$ cat config.mk
export PLATFORM = sky130hd
export DESIGN_NAME = mouse_packet_cursor_tracker_flat
export DESIGN_NICKNAME = d
export VERILOG_FILES = /design/src/design/mpct_pkg.sv /design/src/design/mpct_if.sv /design/src/design/mouse_packet_cursor_tracker.sv /design/src/flat_wrapper.sv
export VERILOG_INCLUDE_DIRS = /design/src /design/src/design
export SDC_FILE = /design/constraint.sdc
export NUM_CORES = 1
export LEC_CHECK = 0
export ABC_AREA = 1
export BUFFER_PORTS_ARGS = -buffer_cell sky130_fd_sc_hd__clkbuf_2
export CAP_MARGIN = 20
export CORE_AREA = 2 2 123 125
export CTS_CLUSTER_DIAMETER = 40
export CTS_CLUSTER_SIZE = 16
export DETAILED_ROUTE_END_ITERATION = 8
export DIE_AREA = 0 0 125 127
export PLACE_DENSITY = 0.9
export SYNTH_ARGS = -nofsm -noshare
export SYNTH_HDL_FRONTEND = slang
export SYNTH_SLANG_ARGS = --single-unit
$ cat constraint.sdc
create_clock -name clk -period 9.2 [get_ports clk]
set_input_delay 0.92 -clock clk [delete_from_list [all_inputs] [get_ports clk]]
set_output_delay 0.92 -clock clk [all_outputs]
set_load 0.03 [all_outputs]
$ cat src/design/mouse_packet_cursor_tracker_defines.svh
// Assertion macros for the mouse packet cursor tracker.
// Checks compile away when SYNTHESIS is defined; no other dependencies.
`ifndef MOUSE_PACKET_CURSOR_TRACKER_DEFINES_SVH
`define MOUSE_PACKET_CURSOR_TRACKER_DEFINES_SVH

`ifndef SYNTHESIS

// Check a property on every clock edge outside reset
`define MPCT_ASSERT(lbl, prop, msg) \
  lbl: assert property (@(posedge clk) disable iff (!rst_n) prop) else $error(msg);

// Check a property on every clock edge, reset included
`define MPCT_ASSERT_RST(lbl, prop, msg) \
  lbl: assert property (@(posedge clk) prop) else $error(msg);

`else

`define MPCT_ASSERT(lbl, prop, msg)
`define MPCT_ASSERT_RST(lbl, prop, msg)

`endif

`endif

$ cat src/design/mpct_pkg.sv
// Shared types and constants of the mouse packet cursor tracker.
// No dependencies; used by the channel interfaces and the top level.
package mpct_pkg;

  // Field widths
  localparam int COORD_W   = 10;
  localparam int BYTE_W    = 8;
  localparam int BTN_W     = 3;
  localparam int SLOT_W    = 8;
  localparam int CFG_IDX_W = 2;

  // Register indexes of the configuration port
  localparam logic [CFG_IDX_W-1:0] CFG_IDX_X_LIMIT = 2'd0;
  localparam logic [CFG_IDX_W-1:0] CFG_IDX_Y_LIMIT = 2'd1;
  localparam logic [CFG_IDX_W-1:0] CFG_IDX_MENU_H  = 2'd2;

  // Register reset values
  localparam logic [COORD_W-1:0] X_LIMIT_RST = 10'd309;
  localparam logic [COORD_W-1:0] Y_LIMIT_RST = 10'd224;
  localparam logic [COORD_W-1:0] MENU_H_RST  = 10'd22;

  // Cursor start position
  localparam logic [COORD_W-1:0] POS_X_RST = 10'd160;
  localparam logic [COORD_W-1:0] POS_Y_RST = 10'd120;

  // Motion scaling; divisor in 1..8
  localparam int SPEED_DIVISOR = 2;
  localparam int RECIP_SHIFT   = 16;
  localparam int RECIP         = ((1 << RECIP_SHIFT) + SPEED_DIVISOR - 1) / SPEED_DIVISOR;

  // Note dot store
  localparam int DOT_CAPACITY = 256;

  // Status byte bits
  localparam int ST_LEFT  = 0;
  localparam int ST_SYNC  = 3;
  localparam int ST_XSIGN = 4;
  localparam int ST_YSIGN = 5;
  localparam int ST_XOVF  = 6;
  localparam int ST_YOVF  = 7;

  // Menu button geometry
  localparam int BTN_TOP     = 4;
  localparam int BTN_HEIGHT  = 16;
  localparam int BTN_WIDTH   = 40;
  localparam int BTN_SPACING = 6;
  localparam int BTN_FIRST_X = 4;
  localparam int BTN_COUNT   = 4;

  localparam logic [BTN_W-1:0] BTN_NONE = 3'd0;

  // Place of the next byte within a packet
  typedef enum logic [1:0] {
    BP_STATUS = 2'd0,
    BP_DX     = 2'd1,
    BP_DY     = 2'd2
  } byte_pos_t;

endpackage

$ cat src/design/mpct_if.sv
// Channel interfaces of the mouse packet cursor tracker: byte input,
// result output and configuration write. Depends on mpct_pkg.
interface mpct_in_if;
  logic                             valid;
  logic                             ready;
  logic [mpct_pkg::BYTE_W-1:0]      mouse_byte;

  modport source (output valid, output mouse_byte, input ready);
  modport sink   (input valid, input mouse_byte, output ready);
endinterface

interface mpct_out_if;
  logic                             valid;
  logic                             ready;
  logic [mpct_pkg::COORD_W-1:0]     cursor_x;
  logic [mpct_pkg::COORD_W-1:0]     cursor_y;
  logic                             left_pressed;
  logic [mpct_pkg::BTN_W-1:0]       button_index;
  logic                             dot_placed;
  logic [mpct_pkg::SLOT_W-1:0]      dot_slot;

  modport source (output valid, output cursor_x, output cursor_y, output left_pressed,
                  output button_index, output dot_placed, output dot_slot, input ready);
  modport sink   (input valid, input cursor_x, input cursor_y, input left_pressed,
                  input button_index, input dot_placed, input dot_slot, output ready);
endinterface

interface mpct_cfg_if;
  logic                             valid;
  logic                             ready;
  logic [mpct_pkg::CFG_IDX_W-1:0]   index;
  logic [mpct_pkg::COORD_W-1:0]     data;

  modport source (output valid, output index, output data, input ready);
  modport sink   (input valid, input index, input data, output ready);
endinterface

$ cat src/design/mouse_packet_cursor_tracker.sv
// Top level of the mouse packet cursor tracker: packet assembly, motion
// scaling, cursor clamping, menu hit test and dot placement.
// Depends on mpct_pkg, mpct_if.sv and mouse_packet_cursor_tracker_defines.svh.

// The block takes one PS/2 mouse byte per cycle. Each accepted byte is
// captured in an input register at its accepting edge, and the packet work
// is done from that register into the result register once the result
// register is free or being emptied. Input is taken every cycle while the
// input register is empty or the result register is free or being
// emptied; a stalled result holds the byte in the input register. Bytes
// that lack bit 3 where a status byte is due, the first two bytes of each
// packet and overflow packets give no result. The configuration port
// takes a write every cycle and must only be used while no byte is in
// flight.

`include "mouse_packet_cursor_tracker_defines.svh"

module mouse_packet_cursor_tracker #(
  parameter int DOT_CAPACITY = mpct_pkg::DOT_CAPACITY
) (
  input  logic              clk,
  input  logic              rst_n,
  mpct_in_if.sink           in_ch,
  mpct_out_if.source        out_ch,
  mpct_cfg_if.sink          cfg_ch
);

  localparam int CW     = mpct_pkg::COORD_W;
  localparam int CNT_W  = $clog2(DOT_CAPACITY + 1);
  localparam int MAG_W  = 9;
  localparam int PROD_W = MAG_W + mpct_pkg::RECIP_SHIFT + 1;
  localparam int SUM_W  = CW + 2;

  // Configuration registers
  logic [CW-1:0] x_limit_r, y_limit_r, menu_h_r;

  // Input register
  logic                          stage_v_r;
  logic [mpct_pkg::BYTE_W-1:0]   byte_r;

  // Packet and motion state
  mpct_pkg::byte_pos_t           byte_pos_r, byte_pos_nxt;
  logic [mpct_pkg::BYTE_W-1:0]   status_r, status_nxt;
  logic [mpct_pkg::BYTE_W-1:0]   dx_byte_r, dx_byte_nxt;
  logic signed [3:0]             rem_x_r, rem_x_nxt;
  logic signed [3:0]             rem_y_r, rem_y_nxt;
  logic [CW-1:0]                 pos_x_r, pos_x_nxt;
  logic [CW-1:0]                 pos_y_r, pos_y_nxt;
  logic                          last_left_r, last_left_nxt;
  logic [CNT_W-1:0]              dot_cnt_r, dot_cnt_nxt;

  // Result register
  logic                          out_v_r, out_v_nxt;
  logic [CW-1:0]                 out_x_r, out_x_nxt;
  logic [CW-1:0]                 out_y_r, out_y_nxt;
  logic                          out_press_r, out_press_nxt;
  logic [mpct_pkg::BTN_W-1:0]    out_btn_r, out_btn_nxt;
  logic                          out_dot_r, out_dot_nxt;
  logic [mpct_pkg::SLOT_W-1:0]   out_slot_r, out_slot_nxt;

  // Datapath signals
  logic                          out_free, go;
  logic signed [CW-1:0]          ax, ay, mx, my;
  logic [MAG_W-1:0]              mag_x, mag_y, q_x, q_y;
  logic [PROD_W-1:0]             prod_x, prod_y;
  logic [11:0]                   qd_x, qd_y;
  logic [2:0]                    rm_x, rm_y;
  logic signed [SUM_W-1:0]       sum_x, sum_y;
  logic [CW-1:0]                 cx, cy;
  logic [mpct_pkg::BTN_W-1:0]    btn;
  logic [CW-1:0]                 btn_left;
  logic                          left_btn, rise;

  // Handshakes: the input register advances whenever the result slot frees
  assign out_free     = !out_v_r || out_ch.ready;
  assign go           = stage_v_r && out_free;
  assign in_ch.ready  = !stage_v_r || out_free;
  assign cfg_ch.ready = 1'b1;

  // Accumulate and scale motion: truncate toward zero through a reciprocal
  always_comb begin
    ax = CW'($signed(rem_x_r)) + CW'($signed({status_r[mpct_pkg::ST_XSIGN], dx_byte_r}));
    ay = CW'($signed(rem_y_r)) + CW'($signed({status_r[mpct_pkg::ST_YSIGN], byte_r}));
    mag_x  = ax[CW-1] ? MAG_W'(-ax) : MAG_W'(ax);
    mag_y  = ay[CW-1] ? MAG_W'(-ay) : MAG_W'(ay);
    prod_x = PROD_W'(mag_x) * PROD_W'(mpct_pkg::RECIP);
    prod_y = PROD_W'(mag_y) * PROD_W'(mpct_pkg::RECIP);
    q_x    = prod_x[mpct_pkg::RECIP_SHIFT +: MAG_W];
    q_y    = prod_y[mpct_pkg::RECIP_SHIFT +: MAG_W];
    qd_x   = 12'(q_x) * 12'(mpct_pkg::SPEED_DIVISOR);
    qd_y   = 12'(q_y) * 12'(mpct_pkg::SPEED_DIVISOR);
    rm_x   = 3'(mag_x - qd_x[MAG_W-1:0]);
    rm_y   = 3'(mag_y - qd_y[MAG_W-1:0]);
    mx     = ax[CW-1] ? -$signed({1'b0, q_x}) : $signed({1'b0, q_x});
    my     = ay[CW-1] ? -$signed({1'b0, q_y}) : $signed({1'b0, q_y});
  end

  // Move and clamp the cursor; y runs opposite to the mouse
  always_comb begin
    sum_x = $signed({2'b00, pos_x_r}) + SUM_W'(mx);
    sum_y = $signed({2'b00, pos_y_r}) - SUM_W'(my);
    if (sum_x[SUM_W-1]) begin
      cx = '0;
    end else if (sum_x[SUM_W-2:0] > {1'b0, x_limit_r}) begin
      cx = x_limit_r;
    end else begin
      cx = sum_x[CW-1:0];
    end
    if (sum_y[SUM_W-1]) begin
      cy = '0;
    end else if (sum_y[SUM_W-2:0] > {1'b0, y_limit_r}) begin
      cy = y_limit_r;
    end else begin
      cy = sum_y[CW-1:0];
    end
  end

  // Hit-test the four menu buttons
  always_comb begin
    btn      = mpct_pkg::BTN_NONE;
    btn_left = '0;
    if (cy >= CW'(mpct_pkg::BTN_TOP) &&
        cy < CW'(mpct_pkg::BTN_TOP + mpct_pkg::BTN_HEIGHT)) begin
      for (int k = 0; k < mpct_pkg::BTN_COUNT; k++) begin
        btn_left = CW'(mpct_pkg::BTN_FIRST_X +
                       k * (mpct_pkg::BTN_WIDTH + mpct_pkg::BTN_SPACING));
        if (cx >= btn_left && cx < btn_left + CW'(mpct_pkg::BTN_WIDTH)) begin
          btn = mpct_pkg::BTN_W'(k + 1);
        end
      end
    end
  end

  assign left_btn = status_r[mpct_pkg::ST_LEFT];
  assign rise     = left_btn && !last_left_r;

  // Next state: assemble packets and build the result
  always_comb begin
    byte_pos_nxt  = byte_pos_r;
    status_nxt    = status_r;
    dx_byte_nxt   = dx_byte_r;
    rem_x_nxt     = rem_x_r;
    rem_y_nxt     = rem_y_r;
    pos_x_nxt     = pos_x_r;
    pos_y_nxt     = pos_y_r;
    last_left_nxt = last_left_r;
    dot_cnt_nxt   = dot_cnt_r;
    out_v_nxt     = out_v_r && !out_ch.ready;
    out_x_nxt     = out_x_r;
    out_y_nxt     = out_y_r;
    out_press_nxt = out_press_r;
    out_btn_nxt   = out_btn_r;
    out_dot_nxt   = out_dot_r;
    out_slot_nxt  = out_slot_r;
    if (go) begin
      unique case (byte_pos_r)
        mpct_pkg::BP_DX: begin
          dx_byte_nxt  = byte_r;
          byte_pos_nxt = mpct_pkg::BP_DY;
        end
        mpct_pkg::BP_DY: begin
          byte_pos_nxt  = mpct_pkg::BP_STATUS;
          last_left_nxt = left_btn;
          if (!status_r[mpct_pkg::ST_XOVF] && !status_r[mpct_pkg::ST_YOVF]) begin
            rem_x_nxt     = ax[CW-1] ? -$signed({1'b0, rm_x}) : $signed({1'b0, rm_x});
            rem_y_nxt     = ay[CW-1] ? -$signed({1'b0, rm_y}) : $signed({1'b0, rm_y});
            pos_x_nxt     = cx;
            pos_y_nxt     = cy;
            out_v_nxt     = 1'b1;
            out_x_nxt     = cx;
            out_y_nxt     = cy;
            out_press_nxt = rise;
            out_btn_nxt   = rise ? btn : mpct_pkg::BTN_NONE;
            out_dot_nxt   = 1'b0;
            out_slot_nxt  = '0;
            // Drop a note dot below the menu bar while room remains
            if (rise && btn == mpct_pkg::BTN_NONE && cy >= menu_h_r &&
                dot_cnt_r < CNT_W'(DOT_CAPACITY)) begin
              out_dot_nxt  = 1'b1;
              out_slot_nxt = mpct_pkg::SLOT_W'(9'(dot_cnt_r));
              dot_cnt_nxt  = CNT_W'(dot_cnt_r + 1'b1);
            end
          end
        end
        default: begin
          // Wait for a status byte with the sync bit set
          if (byte_r[mpct_pkg::ST_SYNC]) begin
            status_nxt   = byte_r;
            byte_pos_nxt = mpct_pkg::BP_DX;
          end
        end
      endcase
    end
  end

  // Configuration writes; unknown indexes are ignored
  always_ff @(posedge clk) begin
    if (!rst_n) begin
      x_limit_r <= mpct_pkg::X_LIMIT_RST;
      y_limit_r <= mpct_pkg::Y_LIMIT_RST;
      menu_h_r  <= mpct_pkg::MENU_H_RST;
    end else if (cfg_ch.valid) begin
      unique case (cfg_ch.index)
        mpct_pkg::CFG_IDX_X_LIMIT: x_limit_r <= cfg_ch.data;
        mpct_pkg::CFG_IDX_Y_LIMIT: y_limit_r <= cfg_ch.data;
        mpct_pkg::CFG_IDX_MENU_H:  menu_h_r  <= cfg_ch.data;
        default: ;
      endcase
    end
  end

  // Input register
  always_ff @(posedge clk) begin
    if (!rst_n) begin
      stage_v_r <= 1'b0;
    end else if (in_ch.valid && in_ch.ready) begin
      stage_v_r <= 1'b1;
    end else if (go) begin
      stage_v_r <= 1'b0;
    end
  end

  always_ff @(posedge clk) begin
    if (in_ch.valid && in_ch.ready) begin
      byte_r <= in_ch.mouse_byte;
    end
  end

  // State and result registers
  always_ff @(posedge clk) begin
    if (!rst_n) begin
      byte_pos_r  <= mpct_pkg::BP_STATUS;
      status_r    <= '0;
      dx_byte_r   <= '0;
      rem_x_r     <= '0;
      rem_y_r     <= '0;
      pos_x_r     <= mpct_pkg::POS_X_RST;
      pos_y_r     <= mpct_pkg::POS_Y_RST;
      last_left_r <= 1'b0;
      dot_cnt_r   <= '0;
      out_v_r     <= 1'b0;
    end else begin
      byte_pos_r  <= byte_pos_nxt;
      status_r    <= status_nxt;
      dx_byte_r   <= dx_byte_nxt;
      rem_x_r     <= rem_x_nxt;
      rem_y_r     <= rem_y_nxt;
      pos_x_r     <= pos_x_nxt;
      pos_y_r     <= pos_y_nxt;
      last_left_r <= last_left_nxt;
      dot_cnt_r   <= dot_cnt_nxt;
      out_v_r     <= out_v_nxt;
    end
  end

  always_ff @(posedge clk) begin
    out_x_r     <= out_x_nxt;
    out_y_r     <= out_y_nxt;
    out_press_r <= out_press_nxt;
    out_btn_r   <= out_btn_nxt;
    out_dot_r   <= out_dot_nxt;
    out_slot_r  <= out_slot_nxt;
  end

  assign out_ch.valid        = out_v_r;
  assign out_ch.cursor_x     = out_x_r;
  assign out_ch.cursor_y     = out_y_r;
  assign out_ch.left_pressed = out_press_r;
  assign out_ch.button_index = out_btn_r;
  assign out_ch.dot_placed   = out_dot_r;
  assign out_ch.dot_slot     = out_slot_r;

  // Checks
  `MPCT_ASSERT_RST(a_rst_clears_out, !rst_n |=> !out_ch.valid, "result valid after reset")
  `MPCT_ASSERT(a_cursor_in_limits, out_ch.valid |-> (out_x_r <= x_limit_r && out_y_r <= y_limit_r), "cursor outside limits")
  `MPCT_ASSERT(a_btn_needs_press, out_ch.valid && out_btn_r != mpct_pkg::BTN_NONE |-> out_press_r, "button without press")
  `MPCT_ASSERT(a_dot_needs_free_press, out_ch.valid && out_dot_r |-> (out_press_r && out_btn_r == mpct_pkg::BTN_NONE), "dot on button or without press")
  `MPCT_ASSERT(a_rem_small, (5'(rem_x_r) < 5'(mpct_pkg::SPEED_DIVISOR)) && (5'(rem_x_r) > -5'(mpct_pkg::SPEED_DIVISOR)) && (5'(rem_y_r) < 5'(mpct_pkg::SPEED_DIVISOR)) && (5'(rem_y_r) > -5'(mpct_pkg::SPEED_DIVISOR)), "remainder out of range")
  `MPCT_ASSERT(a_dot_count_cap, $past(dot_cnt_r) <= CNT_W'(DOT_CAPACITY) |-> dot_cnt_r <= CNT_W'(DOT_CAPACITY), "dot count past capacity")

endmodule

$ cat src/flat_wrapper.sv
// flat-port wrapper written by rule: the top's interface ports become plain ports
module mouse_packet_cursor_tracker_flat 
#(
  parameter int DOT_CAPACITY = mpct_pkg::DOT_CAPACITY
)
  (clk, rst_n, in_ch_valid, in_ch_mouse_byte, in_ch_ready, out_ch_valid, out_ch_cursor_x, out_ch_cursor_y, out_ch_left_pressed, out_ch_button_index, out_ch_dot_placed, out_ch_dot_slot, out_ch_ready, cfg_ch_valid, cfg_ch_index, cfg_ch_data, cfg_ch_ready);
  mpct_in_if in_ch_i ();
  mpct_out_if out_ch_i ();
  mpct_cfg_if cfg_ch_i ();
  input  logic clk;
  input  logic rst_n;
  input wire logic [$bits(in_ch_i.valid)-1:0] in_ch_valid;
  input wire logic [$bits(in_ch_i.mouse_byte)-1:0] in_ch_mouse_byte;
  output wire logic [$bits(in_ch_i.ready)-1:0] in_ch_ready;
  output wire logic [$bits(out_ch_i.valid)-1:0] out_ch_valid;
  output wire logic [$bits(out_ch_i.cursor_x)-1:0] out_ch_cursor_x;
  output wire logic [$bits(out_ch_i.cursor_y)-1:0] out_ch_cursor_y;
  output wire logic [$bits(out_ch_i.left_pressed)-1:0] out_ch_left_pressed;
  output wire logic [$bits(out_ch_i.button_index)-1:0] out_ch_button_index;
  output wire logic [$bits(out_ch_i.dot_placed)-1:0] out_ch_dot_placed;
  output wire logic [$bits(out_ch_i.dot_slot)-1:0] out_ch_dot_slot;
  input wire logic [$bits(out_ch_i.ready)-1:0] out_ch_ready;
  input wire logic [$bits(cfg_ch_i.valid)-1:0] cfg_ch_valid;
  input wire logic [$bits(cfg_ch_i.index)-1:0] cfg_ch_index;
  input wire logic [$bits(cfg_ch_i.data)-1:0] cfg_ch_data;
  output wire logic [$bits(cfg_ch_i.ready)-1:0] cfg_ch_ready;
  assign in_ch_i.valid = in_ch_valid;
  assign in_ch_i.mouse_byte = in_ch_mouse_byte;
  assign in_ch_ready = in_ch_i.ready;
  assign out_ch_valid = out_ch_i.valid;
  assign out_ch_cursor_x = out_ch_i.cursor_x;
  assign out_ch_cursor_y = out_ch_i.cursor_y;
  assign out_ch_left_pressed = out_ch_i.left_pressed;
  assign out_ch_button_index = out_ch_i.button_index;
  assign out_ch_dot_placed = out_ch_i.dot_placed;
  assign out_ch_dot_slot = out_ch_i.dot_slot;
  assign out_ch_i.ready = out_ch_ready;
  assign cfg_ch_i.valid = cfg_ch_valid;
  assign cfg_ch_i.index = cfg_ch_index;
  assign cfg_ch_i.data = cfg_ch_data;
  assign cfg_ch_ready = cfg_ch_i.ready;
  mouse_packet_cursor_tracker #(.DOT_CAPACITY(DOT_CAPACITY)) u_core (.clk(clk), .rst_n(rst_n), .in_ch(in_ch_i), .out_ch(out_ch_i), .cfg_ch(cfg_ch_i));
endmodule
# After elaboration in Yosys (flattened, before gate mapping)
# Cells that the tools add are included.
dict set report classes {
  eq_ne 4
  reduce_logical 35
  add_sub_neg 13
  order_cmp 14
  bitwise_logic 1
  muxes 23
}
# op n
set ops {}
lappend ops {{$mux 10} 6}
lappend ops {{$gt 11x10->1} 2}
lappend ops {{$add 4x9->10} 2}
lappend ops {{$ge 10x3->1 const B} 2}
lappend ops {{$lt 10x8->1 const B} 2}
lappend ops {{$neg 8->10} 2}
lappend ops {{$mux 9} 2}
lappend ops {{$neg 9->9} 2}
lappend ops {{$logic_and 1x1->1} 13}
lappend ops {{$add 11x10->12} 1}
lappend ops {{$reduce_and 2->1} 6}
lappend ops {{$sub 11x10->12} 1}
lappend ops {{$ge 10x10->1} 1}
lappend ops {{$ge 10x6->1 const B} 1}
lappend ops {{$ge 10x7->1 const B} 1}
lappend ops {{$ge 10x8->1 const B} 1}
lappend ops {{$lt 10x5->1 const B} 1}
lappend ops {{$lt 10x6->1 const B} 1}
lappend ops {{$lt 10x7->1 const B} 1}
lappend ops {{$add 9x1->9 const B} 1}
lappend ops {{$lt 9x9->1 const B} 1}
lappend ops {{$mux 4} 2}
lappend ops {{$neg 3->4} 2}
lappend ops {{$mux 1} 7}
lappend ops {{16 further kinds} 29}
dict set report totals {
  regBits 129
  elab_cells 111
  output_inout_bits 36
}

# Logic depth before layout (Yosys ltp)
# Gate-level depths: netlist of the first run.
dict set report depth {
  ltp_word 21
  mapped_depth 56
}

# Worst setup path before layout of the first run
# OpenSTA, ideal clock, no wires.
dict set report synth_path {
  kind {register to register}
  from {reg u_core.rem_y_r[2]}
  to {reg u_core.out_slot_r (netlist bit u_core.out_ch.dot_slot[4]), data pin}
  arrival_time_ns 7.090
  path_slack_ns 1.854
  path_buffers 2
  stages_incl_launch_ff 52
  setup_time_ns 0.257
  synth_period_minus_slack_ns 7.346
  cell_sequence {dfxtp_1 ha_1 buf_2 nand2_1 nand2_1 nand2_2 nand2_1 nand2_1 nand4_2 nand2_4 clkinv_2 nand2_1 o21a_1 inv_1 ha_1 nand3_1 nor2_1 a21oi_1 [... 16 more ...] nor2_1 nor2_1 inv_1 ha_1 inv_1 a21boi_0 o21a_1 o21a_1 o21ai_0 nand2_1 a21oi_1 o21ai_0 a21oi_1 nor2_1 o211ai_1 nor2_8 nand3_4 nor2_1}
}
dict set report synth_via {
  elab_chain_cells 16
}
# element line_no
set synth_lines {}
lappend synth_lines {{from (decl)} mouse_packet_cursor_tracker.sv:46} ;# logic signed [3:0] rem_y_r, rem_y_nxt;
lappend synth_lines {{from (signal assigned)} mouse_packet_cursor_tracker.sv:247} ;# rem_y_r <= rem_y_nxt;
lappend synth_lines {{$add 4x9->10 *} mouse_packet_cursor_tracker.sv:83} ;# ay = CW'($signed(rem_y_r)) + CW'($signed({status_r[mpct_pkg::ST_YSIGN], byte_r}));
lappend synth_lines {{$neg 9->9} mouse_packet_cursor_tracker.sv:85} ;# mag_y = ay[CW-1] ? MAG_W'(-ay) : MAG_W'(ay);
lappend synth_lines {{$mux 9} mouse_packet_cursor_tracker.sv:85}
lappend synth_lines {{$neg 8->10} mouse_packet_cursor_tracker.sv:95} ;# my = ay[CW-1] ? -$signed({1'b0, q_y}) : $signed({1'b0, q_y});
lappend synth_lines {{$mux 10 *} mouse_packet_cursor_tracker.sv:95}
lappend synth_lines {{$sub 11x10->12 *} mouse_packet_cursor_tracker.sv:101} ;# sum_y = $signed({2'b00, pos_y_r}) - SUM_W'(my);
lappend synth_lines {{$gt 11x10->1} mouse_packet_cursor_tracker.sv:111} ;# end else if (sum_y[SUM_W-2:0] > {1'b0, y_limit_r}) begin
lappend synth_lines {{$mux 10} mouse_packet_cursor_tracker.sv:111}
lappend synth_lines {{$mux 10 *} mouse_packet_cursor_tracker.sv:109} ;# if (sum_y[SUM_W-1]) begin
lappend synth_lines {{via u_core.cy[0]} mouse_packet_cursor_tracker.sv:69} ;# logic [CW-1:0] cx, cy;
lappend synth_lines {{$ge 10x3->1 or $lt 10x5->1 (tied branches)} {mouse_packet_cursor_tracker.sv:122, mouse_packet_cursor_tracker.sv:123}}
lappend synth_lines {{$logic_and 1x1->1} mouse_packet_cursor_tracker.sv:122} ;# if (cy >= CW'(mpct_pkg::BTN_TOP) &&
lappend synth_lines {{$mux 3} mouse_packet_cursor_tracker.sv:122}
lappend synth_lines {{$logic_not 3->1} mouse_packet_cursor_tracker.sv:177} ;# if (rise && btn == mpct_pkg::BTN_NONE && cy >= menu_h_r &&
lappend synth_lines {{$logic_and 1x1->1} mouse_packet_cursor_tracker.sv:177}
lappend synth_lines {{$logic_and 1x1->1 * (2 in a row)} mouse_packet_cursor_tracker.sv:177}
lappend synth_lines {{to (signal assigned)} mouse_packet_cursor_tracker.sv:262} ;# out_slot_r <= out_slot_nxt;
lappend synth_lines {{to (decl)} mouse_packet_cursor_tracker.sv:59} ;# logic [mpct_pkg::SLOT_W-1:0] out_slot_r, out_slot_nxt;
# Mark *: on every way through the listed nets, which the timed path passes. The rest lies on a longest branch.
# A chain may end at the register's enable or synchronous reset.

# Worst setup path in the final report of the first run
dict set report layout_path {
  from {reg u_core.rem_y_r[2]}
  to {reg u_core.dot_cnt_r[1]}
}
dict set report layout_via {
  elab_chain_cells 17
}
# element line_no
set layout_lines {}
lappend layout_lines {{$add 4x9->10 *} mouse_packet_cursor_tracker.sv:83}
lappend layout_lines {{$neg 9->9} mouse_packet_cursor_tracker.sv:85}
lappend layout_lines {{$mux 9} mouse_packet_cursor_tracker.sv:85}
lappend layout_lines {{$neg 8->10} mouse_packet_cursor_tracker.sv:95}
lappend layout_lines {{$mux 10 *} mouse_packet_cursor_tracker.sv:95}
lappend layout_lines {{$sub 11x10->12 *} mouse_packet_cursor_tracker.sv:101}
lappend layout_lines {{$gt 11x10->1} mouse_packet_cursor_tracker.sv:111}
lappend layout_lines {{$mux 10} mouse_packet_cursor_tracker.sv:111}
lappend layout_lines {{$mux 10 *} mouse_packet_cursor_tracker.sv:109}
lappend layout_lines {{via u_core.cy[0]} mouse_packet_cursor_tracker.sv:69}
lappend layout_lines {{$ge 10x3->1 or $lt 10x5->1 (tied branches)} {mouse_packet_cursor_tracker.sv:122, mouse_packet_cursor_tracker.sv:123}}
lappend layout_lines {{$logic_and 1x1->1} mouse_packet_cursor_tracker.sv:122}
lappend layout_lines {{$mux 3} mouse_packet_cursor_tracker.sv:122}
lappend layout_lines {{$logic_not 3->1} mouse_packet_cursor_tracker.sv:177}
lappend layout_lines {{$logic_and 1x1->1} mouse_packet_cursor_tracker.sv:177}
lappend layout_lines {{$logic_and 1x1->1 * (2 in a row)} mouse_packet_cursor_tracker.sv:177}
lappend layout_lines {{$reduce_and 4->1 (no source line) *} -}
lappend layout_lines {{to (signal assigned)} mouse_packet_cursor_tracker.sv:251} ;# dot_cnt_r <= dot_cnt_nxt;
lappend layout_lines {{to (decl)} mouse_packet_cursor_tracker.sv:50} ;# logic [CNT_W-1:0] dot_cnt_r, dot_cnt_nxt;
# Marked as above.

==> results of run 1 <==
[synthesized netlist by cell type, types with 3 or more instances]
master    instances
clkinv_1          4
nor4_1            3
xor2_1           32
nand4_1          17
xnor2_1           7
nand3_1          83
o31ai_1           3
nor2_2            4
fa_1              4
inv_1           190
o21bai_1          4
nand2_1         267
edfxtp_1         41
nor2_1           65
nor3_1            8
clkbuf_1         16
o21ai_0          62
o21ai_1           6
nand3_2          19
a21oi_1          97
inv_2             8
a21oi_2           7
nand2_4           9
buf_2             4
o21a_1            4
o211ai_1         14
dfxtp_1          81
o21ai_2           4
ha_1             77
nor2_4            3
buf_6             4
nand2_2          24
nand3b_1          5
a31oi_1           3
[stage by stage]
step	cell area, µm²	std cells	hold WS, ns
floorplan	8920	1206	0.424
global placement	9340	1427	0.447
detailed placement	9340	1427	0.454
CTS	9940	1459	0.464
global route	9940	1459	0.487
finish	9940	1459	0.461
[power by group]
part / leakage [nW] / internal (mW) / switching, mW / total (mW)
clock: 0.297 / 0.398 / 0.277 / 0.675
combinational: 3.58 / 0.148 / 0.305 / 0.454
sequential: 1.03 / 0.574 / 0.00668 / 0.581
[kinds of logic (layout without fill, tap and decap cells)]
logic type	after synthesis	after routing	synth area share [%]
compound gates	215	215	13.9
xor+xnor	40	40	4.01
fa+ha+maj	81	81	11.7
buf+inv	231	300	10.4
flops	122	122	32.0
other cells	1	1	0.0420
simple gates	516	516	28.0
[sequential cells by signal, summed over array words and instances, names as in the netlist, 9 cells and up]
register,count
u_core.out_ch.cursor_x,10
u_core.pos_y_r,10
u_core.y_limit_r,10
u_core.dot_cnt_r,9
u_core.out_ch.cursor_y,10
u_core.menu_h_r,10
u_core.x_limit_r,10
u_core.pos_x_r,10
[critical path, delay by kind of cell (launching register included)]
| family | cells | cell delay (ns) |
|---|---|---|
| compound gates | 14 | 2.28 |
| xor+xnor | 2 | 0.35 |
| fa+ha+maj | 5 | 1.50 |
| buf+inv | 10 | 0.91 |
| flops | 1 | 0.63 |
| simple gates | 22 | 2.40 |
[routing by layer]
metal  wire length, µm  GRT usage [%]
met1              9210           35.0
met2             10700           50.0
met3              1570           4.40
met4               662           11.3
met5                 0              0
[path summary, 6_finish.rpt]
path                                        start                          endpoint  cells after the start
setup / recovery   u_core.rem_y_r[2]$_SDFFE_PN0P_  u_core.dot_cnt_r[1]$_SDFFE_PN0P_                     53
hold / removal    u_core.menu_h_r[6]$_SDFFE_PN0P_   u_core.menu_h_r[6]$_SDFFE_PN0P_                      2
setup reg to reg   u_core.rem_y_r[2]$_SDFFE_PN0P_  u_core.dot_cnt_r[1]$_SDFFE_PN0P_                     53
hold reg to reg   u_core.menu_h_r[6]$_SDFFE_PN0P_   u_core.menu_h_r[6]$_SDFFE_PN0P_                      2
[final cells by class]
cell class                      count  area (µm²)
Timing Repair Buffer               64         333
Inverter                          204         769
Fill cell                        1087        4490
Sequential cell                   122        2850
Clock buffer                       18         450
Tap cell                          184         230
Multi-Input combinational cell    853        5150
Clock inverter                     14         148
==> results.py, run 1 <==
metrics = {
    "run_status": {
        "status": "complete, no violations",
    },
    "floorplan": {
        "num_rows": 44,
        "ios": 61,
        "die_w_um": 125,
        "core_um2": 14400,
        "die_y_um": 127,
        "start_util_pct": 61.8,
        "dieArea_um2": 15900,
    },
    "sta": {
        "setup_violations": 0,
        "finalHoldViolations": 0,
        "layout_worst_path_cycle_share_pct": 89.3,
        "max_freq_mhz": 122,
        "fin_tns_setup_ns": 0,
        "maxSlewViolCount": 0,
        "tightestPinTransition_ns": 0.940,
        "skew_ns": 0.0151,
        "finalWorstSetupSlack_ns": 0.989,
        "finalCriticalPeriod_ns": 8.21,
        "rsz0062_at_grt": "no",
        "max_slew_margin_pct": 37.1,
    },
    "synth": {
        "ys_seq_elements": 122,
        "synth_area_leaders": "dfxtp_1 18%, edfxtp_1 14%, nand2_1 11%",
        "synth_top_area_share_pct": 18.2,
        "avgSynthCellArea_um2": 7.40,
        "yosys.area.top_type": "dfxtp_1",
        "ys_seq_area_share_pct": 32.0,
        "synth-edff-count": 41,
        "yosys_warnings": 0,
        "synth_area_um2": 8920,
        "async_reset_ff_share_pct": 0,
        "dominantRegCellSynth": "dfxtp_1",
        "synthCells": 1206,
        "ys_types": 53,
        "synth_fp_nets": 1312,
    },
    "clocking": {
        "insertion_delay_ns": 0.43,
        "cts_setup_buffers": 0,
        "cts_tree": "yes",
        "ctsHoldBuffers": 0,
        "cts_resized": 0,
        "clk_pin_slew_ns": 0.06,
        "root_buffer": "clkbuf_16",
        "htreeDepth": 4,
        "clockBufferDepth": 2,
        "cts_buffers": 17,
        "cts.sinks": 122,
    },
    "placement": {
        "place_ws_ns": 1.24,
        "portBuffers": 59,
        "gp_congestion": 0.926,
        "dpl.hpwl_mm": 15.9,
    },
    "routing": {
        "drt-vias-per-instance": 5.76,
        "drc_errors": 0,
        "ant_nets": 0,
        "routed_wl_mm": 22.2,
        "vias": 8407,
        "drt_iter0_markers": 706,
        "firstDrtPassIters": 8,
        "avgRoutedWirePerCell_um": 15.2,
    },
    "cells_and_area": {
        "final_common_cell": "nand2_1",
        "areaGrowthSynthToFinish_pct": 11.4,
        "finalCoreUtilization_pct": 68.9,
        "drive_above_1_share_pct": 14.8,
        "final_cell_mix": "267 x nand2_1, 190 x inv_1, 97 x a21oi_1, 83 x nand3_1, 81 x dfxtp_1",
        "fin_nets": 1368,
        "diodes": 0,
    },
    "global_routing": {
        "grt_first_pass_wirelength_mm": 37.4,
        "grt_max_degree": 70,
        "antenna_found_initial": 0,
        "track_usage_pct": 28.4,
        "grt_overflow": 0,
        "first_global_vias": 8170,
    },
    "critical_path": {
        "critPathCaptureType": "flip-flop",
        "cp_slowest_cell": "dfxtp_1",
        "max_stage_delay_ns": 0.63,
        "path_max_fanout": 17,
        "required_ns": 9.52,
        "path_class": "reg -> reg",
        "worst-r2r-setup-slack_ns": 0.99,
        "crit_arrival_ns": 8.53,
        "startpoint_type": "flip-flop",
    },
    "power": {
        "p_per_area_nw_per_um2": 172,
        "report.power.total_mw": 1.71,
        "leakage_nw": 4.92,
        "vdd_ir_drop_max_v": 0.000152,
    },
    "job": {
        "maxCapViolations": 0,
    },
    "worst_hold_path": {
        "hold_class": "reg -> reg",
    },
}
No activity file was read; power rests on OpenSTA's default activity.
==> inputs of run 2 (changes only) <==
Settings changed: ABC_AREA 1 to default, CORE_AREA 2 2 123 125 to 2 2 124 126, DIE_AREA 0 0 125 127 to 0 0 126 128.
==> results.py, run 2 <==
metrics = {
    "sta": {
        "max_freq_mhz": 113,
        "fin_tns_setup_ns": 0,
        "tightestPinTransition_ns": 0.980,
        "setup_violations": 0,
        "max_slew_margin_pct": 33.8,
        "skew_ns": 0.00767,
        "finalHoldViolations": 0,
        "finalCriticalPeriod_ns": 8.87,
        "maxSlewViolCount": 0,
        "layout_worst_path_cycle_share_pct": 96.4,
    },
    "cells_and_area": {
        "final_common_cell": "nand2_1",
        "nFillCells": 1061,
        "final_cell_mix": "146 x nand2_1, 94 x nor2_1, 90 x a21oi_1, 80 x dfxtp_1, 73 x inv_1",
        "areaGrowthSynthToFinish_pct": 14.3,
        "fin_cells": 1358,
        "finalCoreUtilization_pct": 69.5,
        "diodes": 0,
        "drive_above_1_share_pct": 15.2,
        "fin_nets": 1263,
    },
    "placement": {
        "dpl.hpwl_mm": 16.6,
        "dp.cells": 1319,
        "portBuffers": 59,
        "gp_congestion": 0.898,
    },
    "clocking": {
        "cts_tree": "yes",
        "cts_buffers": 17,
        "clk_pin_slew_ns": 0.06,
        "cts.sinks": 122,
        "htreeDepth": 4,
        "insertion_delay_ns": 0.43,
        "root_buffer": "clkbuf_16",
        "clockBufferDepth": 2,
    },
    "synth": {
        "synth-xor-area-share_pct": 3.96,
        "avgSynthCellArea_um2": 8.26,
        "synth_compound_area_share_pct": 22.6,
        "ys_types": 92,
        "synth_area_um2": 9040,
        "async_reset_ff_share_pct": 0,
        "ys_seq_area_share_pct": 31.6,
        "yosys_warnings": 0,
        "synth_area_leaders": "dfxtp_1 18%, edfxtp_1 14%, ha_1 11%",
        "synth_top_area_share_pct": 17.9,
        "synth-edff-count": 41,
        "dominantRegCellSynth": "dfxtp_1",
        "synth.mux.area_fraction_pct": 3.92,
        "yosys.area.top_type": "dfxtp_1",
        "synth_fp_nets": 1200,
        "synth_common_cells": "147 x nand2_1, 94 x nor2_1, 93 x a21oi_1",
        "synth_fa_ha_area_share_pct": 11.5,
        "yosys.area_share.simple_pct": 21.6,
        "synth_top_family_by_area": "compound AO/OA/AOI/OAI gates",
        "ys_seq_elements": 122,
        "synthCells": 1094,
        "synth.most_common_cell": "nand2_1",
    },
    "global_routing": {
        "track_usage_pct": 28.6,
        "grt_first_pass_wirelength_mm": 37.9,
        "antenna_found_initial": 0,
        "first_global_vias": 7968,
        "grt_overflow": 0,
        "grt_max_degree": 60,
    },
    "routing": {
        "drc_errors": 0,
        "routed_wl_mm": 24.1,
        "vias": 8809,
        "ant_nets": 0,
        "firstDrtPassIters": 6,
        "drt_iter0_markers": 1005,
        "avgRoutedWirePerCell_um": 17.8,
        "drt-vias-per-instance": 6.49,
    },
    "floorplan": {
        "num_rows": 45,
        "die_w_um": 126,
        "start_util_pct": 60.8,
        "core_um2": 14900,
        "ios": 61,
        "die_y_um": 128,
        "dieArea_um2": 16100,
    },
    "critical_path": {
        "crit_arrival_ns": 9.05,
        "required_ns": 9.38,
        "max_stage_delay_ns": 0.47,
        "path_max_fanout": 7,
        "startpoint_type": "flip-flop",
        "critPathCaptureType": "flip-flop",
        "path_class": "reg -> reg",
        "worst-r2r-setup-slack_ns": 0.33,
        "reg2regPathDepth": 43,
        "cp_slowest_cell": "edfxtp_1",
    },
    "power": {
        "vdd_ir_drop_max_v": 0.000140,
        "leakage_nw": 4.22,
        "p_per_area_nw_per_um2": 156,
    },
    "worst_hold_path": {
        "hold_class": "reg -> reg",
        "holdPathStages": 2,
    },
    "job": {
        "maxCapViolations": 0,
    },
    "run_status": {
        "status": "complete, no violations",
    },
}
[run 2: critical path, delay by kind of cell, from the launching register on]
kind	cells	cell delay [ns]
flip-flops	1	0.47
AO/OA/AOI/OAI	19	4.16
XOR/XNOR	2	0.29
buffers and inverters	7	0.87
adder cells (fa/ha/maj)	5	1.54
AND/OR/NAND/NOR	9	1.00
multiplexers	1	0.27
[run 2: worst paths after layout]
check / end / start
worst min register to register: u_core.dx_byte_r[6]$_SDFFE_PN0P_ / u_core.dx_byte_r[6]$_SDFFE_PN0P_
worst max register to register: u_core.out_ch.dot_slot[2]$_SDFFCE_PN0P_ / u_core.byte_r[6]$_DFFE_PP_
worst min-delay path: u_core.dx_byte_r[6]$_SDFFE_PN0P_ / u_core.dx_byte_r[6]$_SDFFE_PN0P_
worst max-delay path: u_core.out_ch.dot_slot[2]$_SDFFCE_PN0P_ / u_core.byte_r[6]$_DFFE_PP_
[run 2: final cells by class]
type	count	area [µm²]	area share, %
Tap cell	188	235	2.28
Sequential cell	122	2850	27.6
Clock inverter	15	166	1.61
Clock buffer	17	425	4.12
Inverter	76	285	2.76
Multi-Input combinational cell	863	5930	57.4
Timing Repair Buffer	77	430	4.17
[run 2: cell families (layout without fill, tap and decap cells)]
logic type               count (synthesis)  in the layout
multiplexers                            34             35
XOR/XNOR                                40             40
buffers and inverters                  111            185
AND/OR/NAND/NOR                        408            408
adder cells (fa/ha/maj)                 81             81
flip-flops                             122            122
AO/OA/AOI/OAI                          297            298
other                                    1              1
[run 2: repair_timing]
action,4_1_cts,5_1_grt
hold buffers,0,0
endpoints found under the setup margin,15,18
pin swaps,0,6
cloned,0,2
setup buffers,0,5
resized for setup,2,39
[run 2: where the power goes]
part / internal (mW) / leakage [nW] / total [mW] / switching, mW
clock: 0.403 / 0.288 / 0.667 / 0.264
combinational: 0.143 / 2.87 / 0.361 / 0.218
sequential: 0.570 / 1.06 / 0.581 / 0.0110
total: 1.12 / 4.22 / 1.61 / 0.493
[run 2: per-stage QoR]
| step | setup WS (ns) | hold slack, ns | area [µm²] | total power [mW] |
|---|---|---|---|---|
| 2_1_floorplan | 0.619 | 0.436 | 9040 | 0.836 |
| 3_3_place_gp | 0.0997 | 0.443 | 9510 | 0.910 |
| 3_5_place_dp | -0.199 | 0.451 | 9510 | 0.922 |
| 4_1_cts | 0.0362 | 0.458 | 10100 | 1.58 |
| 5_1_grt | -0.104 | 0.473 | 10300 | 1.67 |
| 6_report | 0.331 | 0.457 | 10300 | 1.61 |
[run 2: layer usage]
metal / track usage [%] / share of wire, % / vias to the layer above
met3: 5.55 / 6.2 / 116
met1: 35.0 / 41 / 4161
met2: 50.1 / 49 / 419
met5: 0 / 0 / -
li1: - / - / 4113
met4: 11.1 / 4.4 / 0
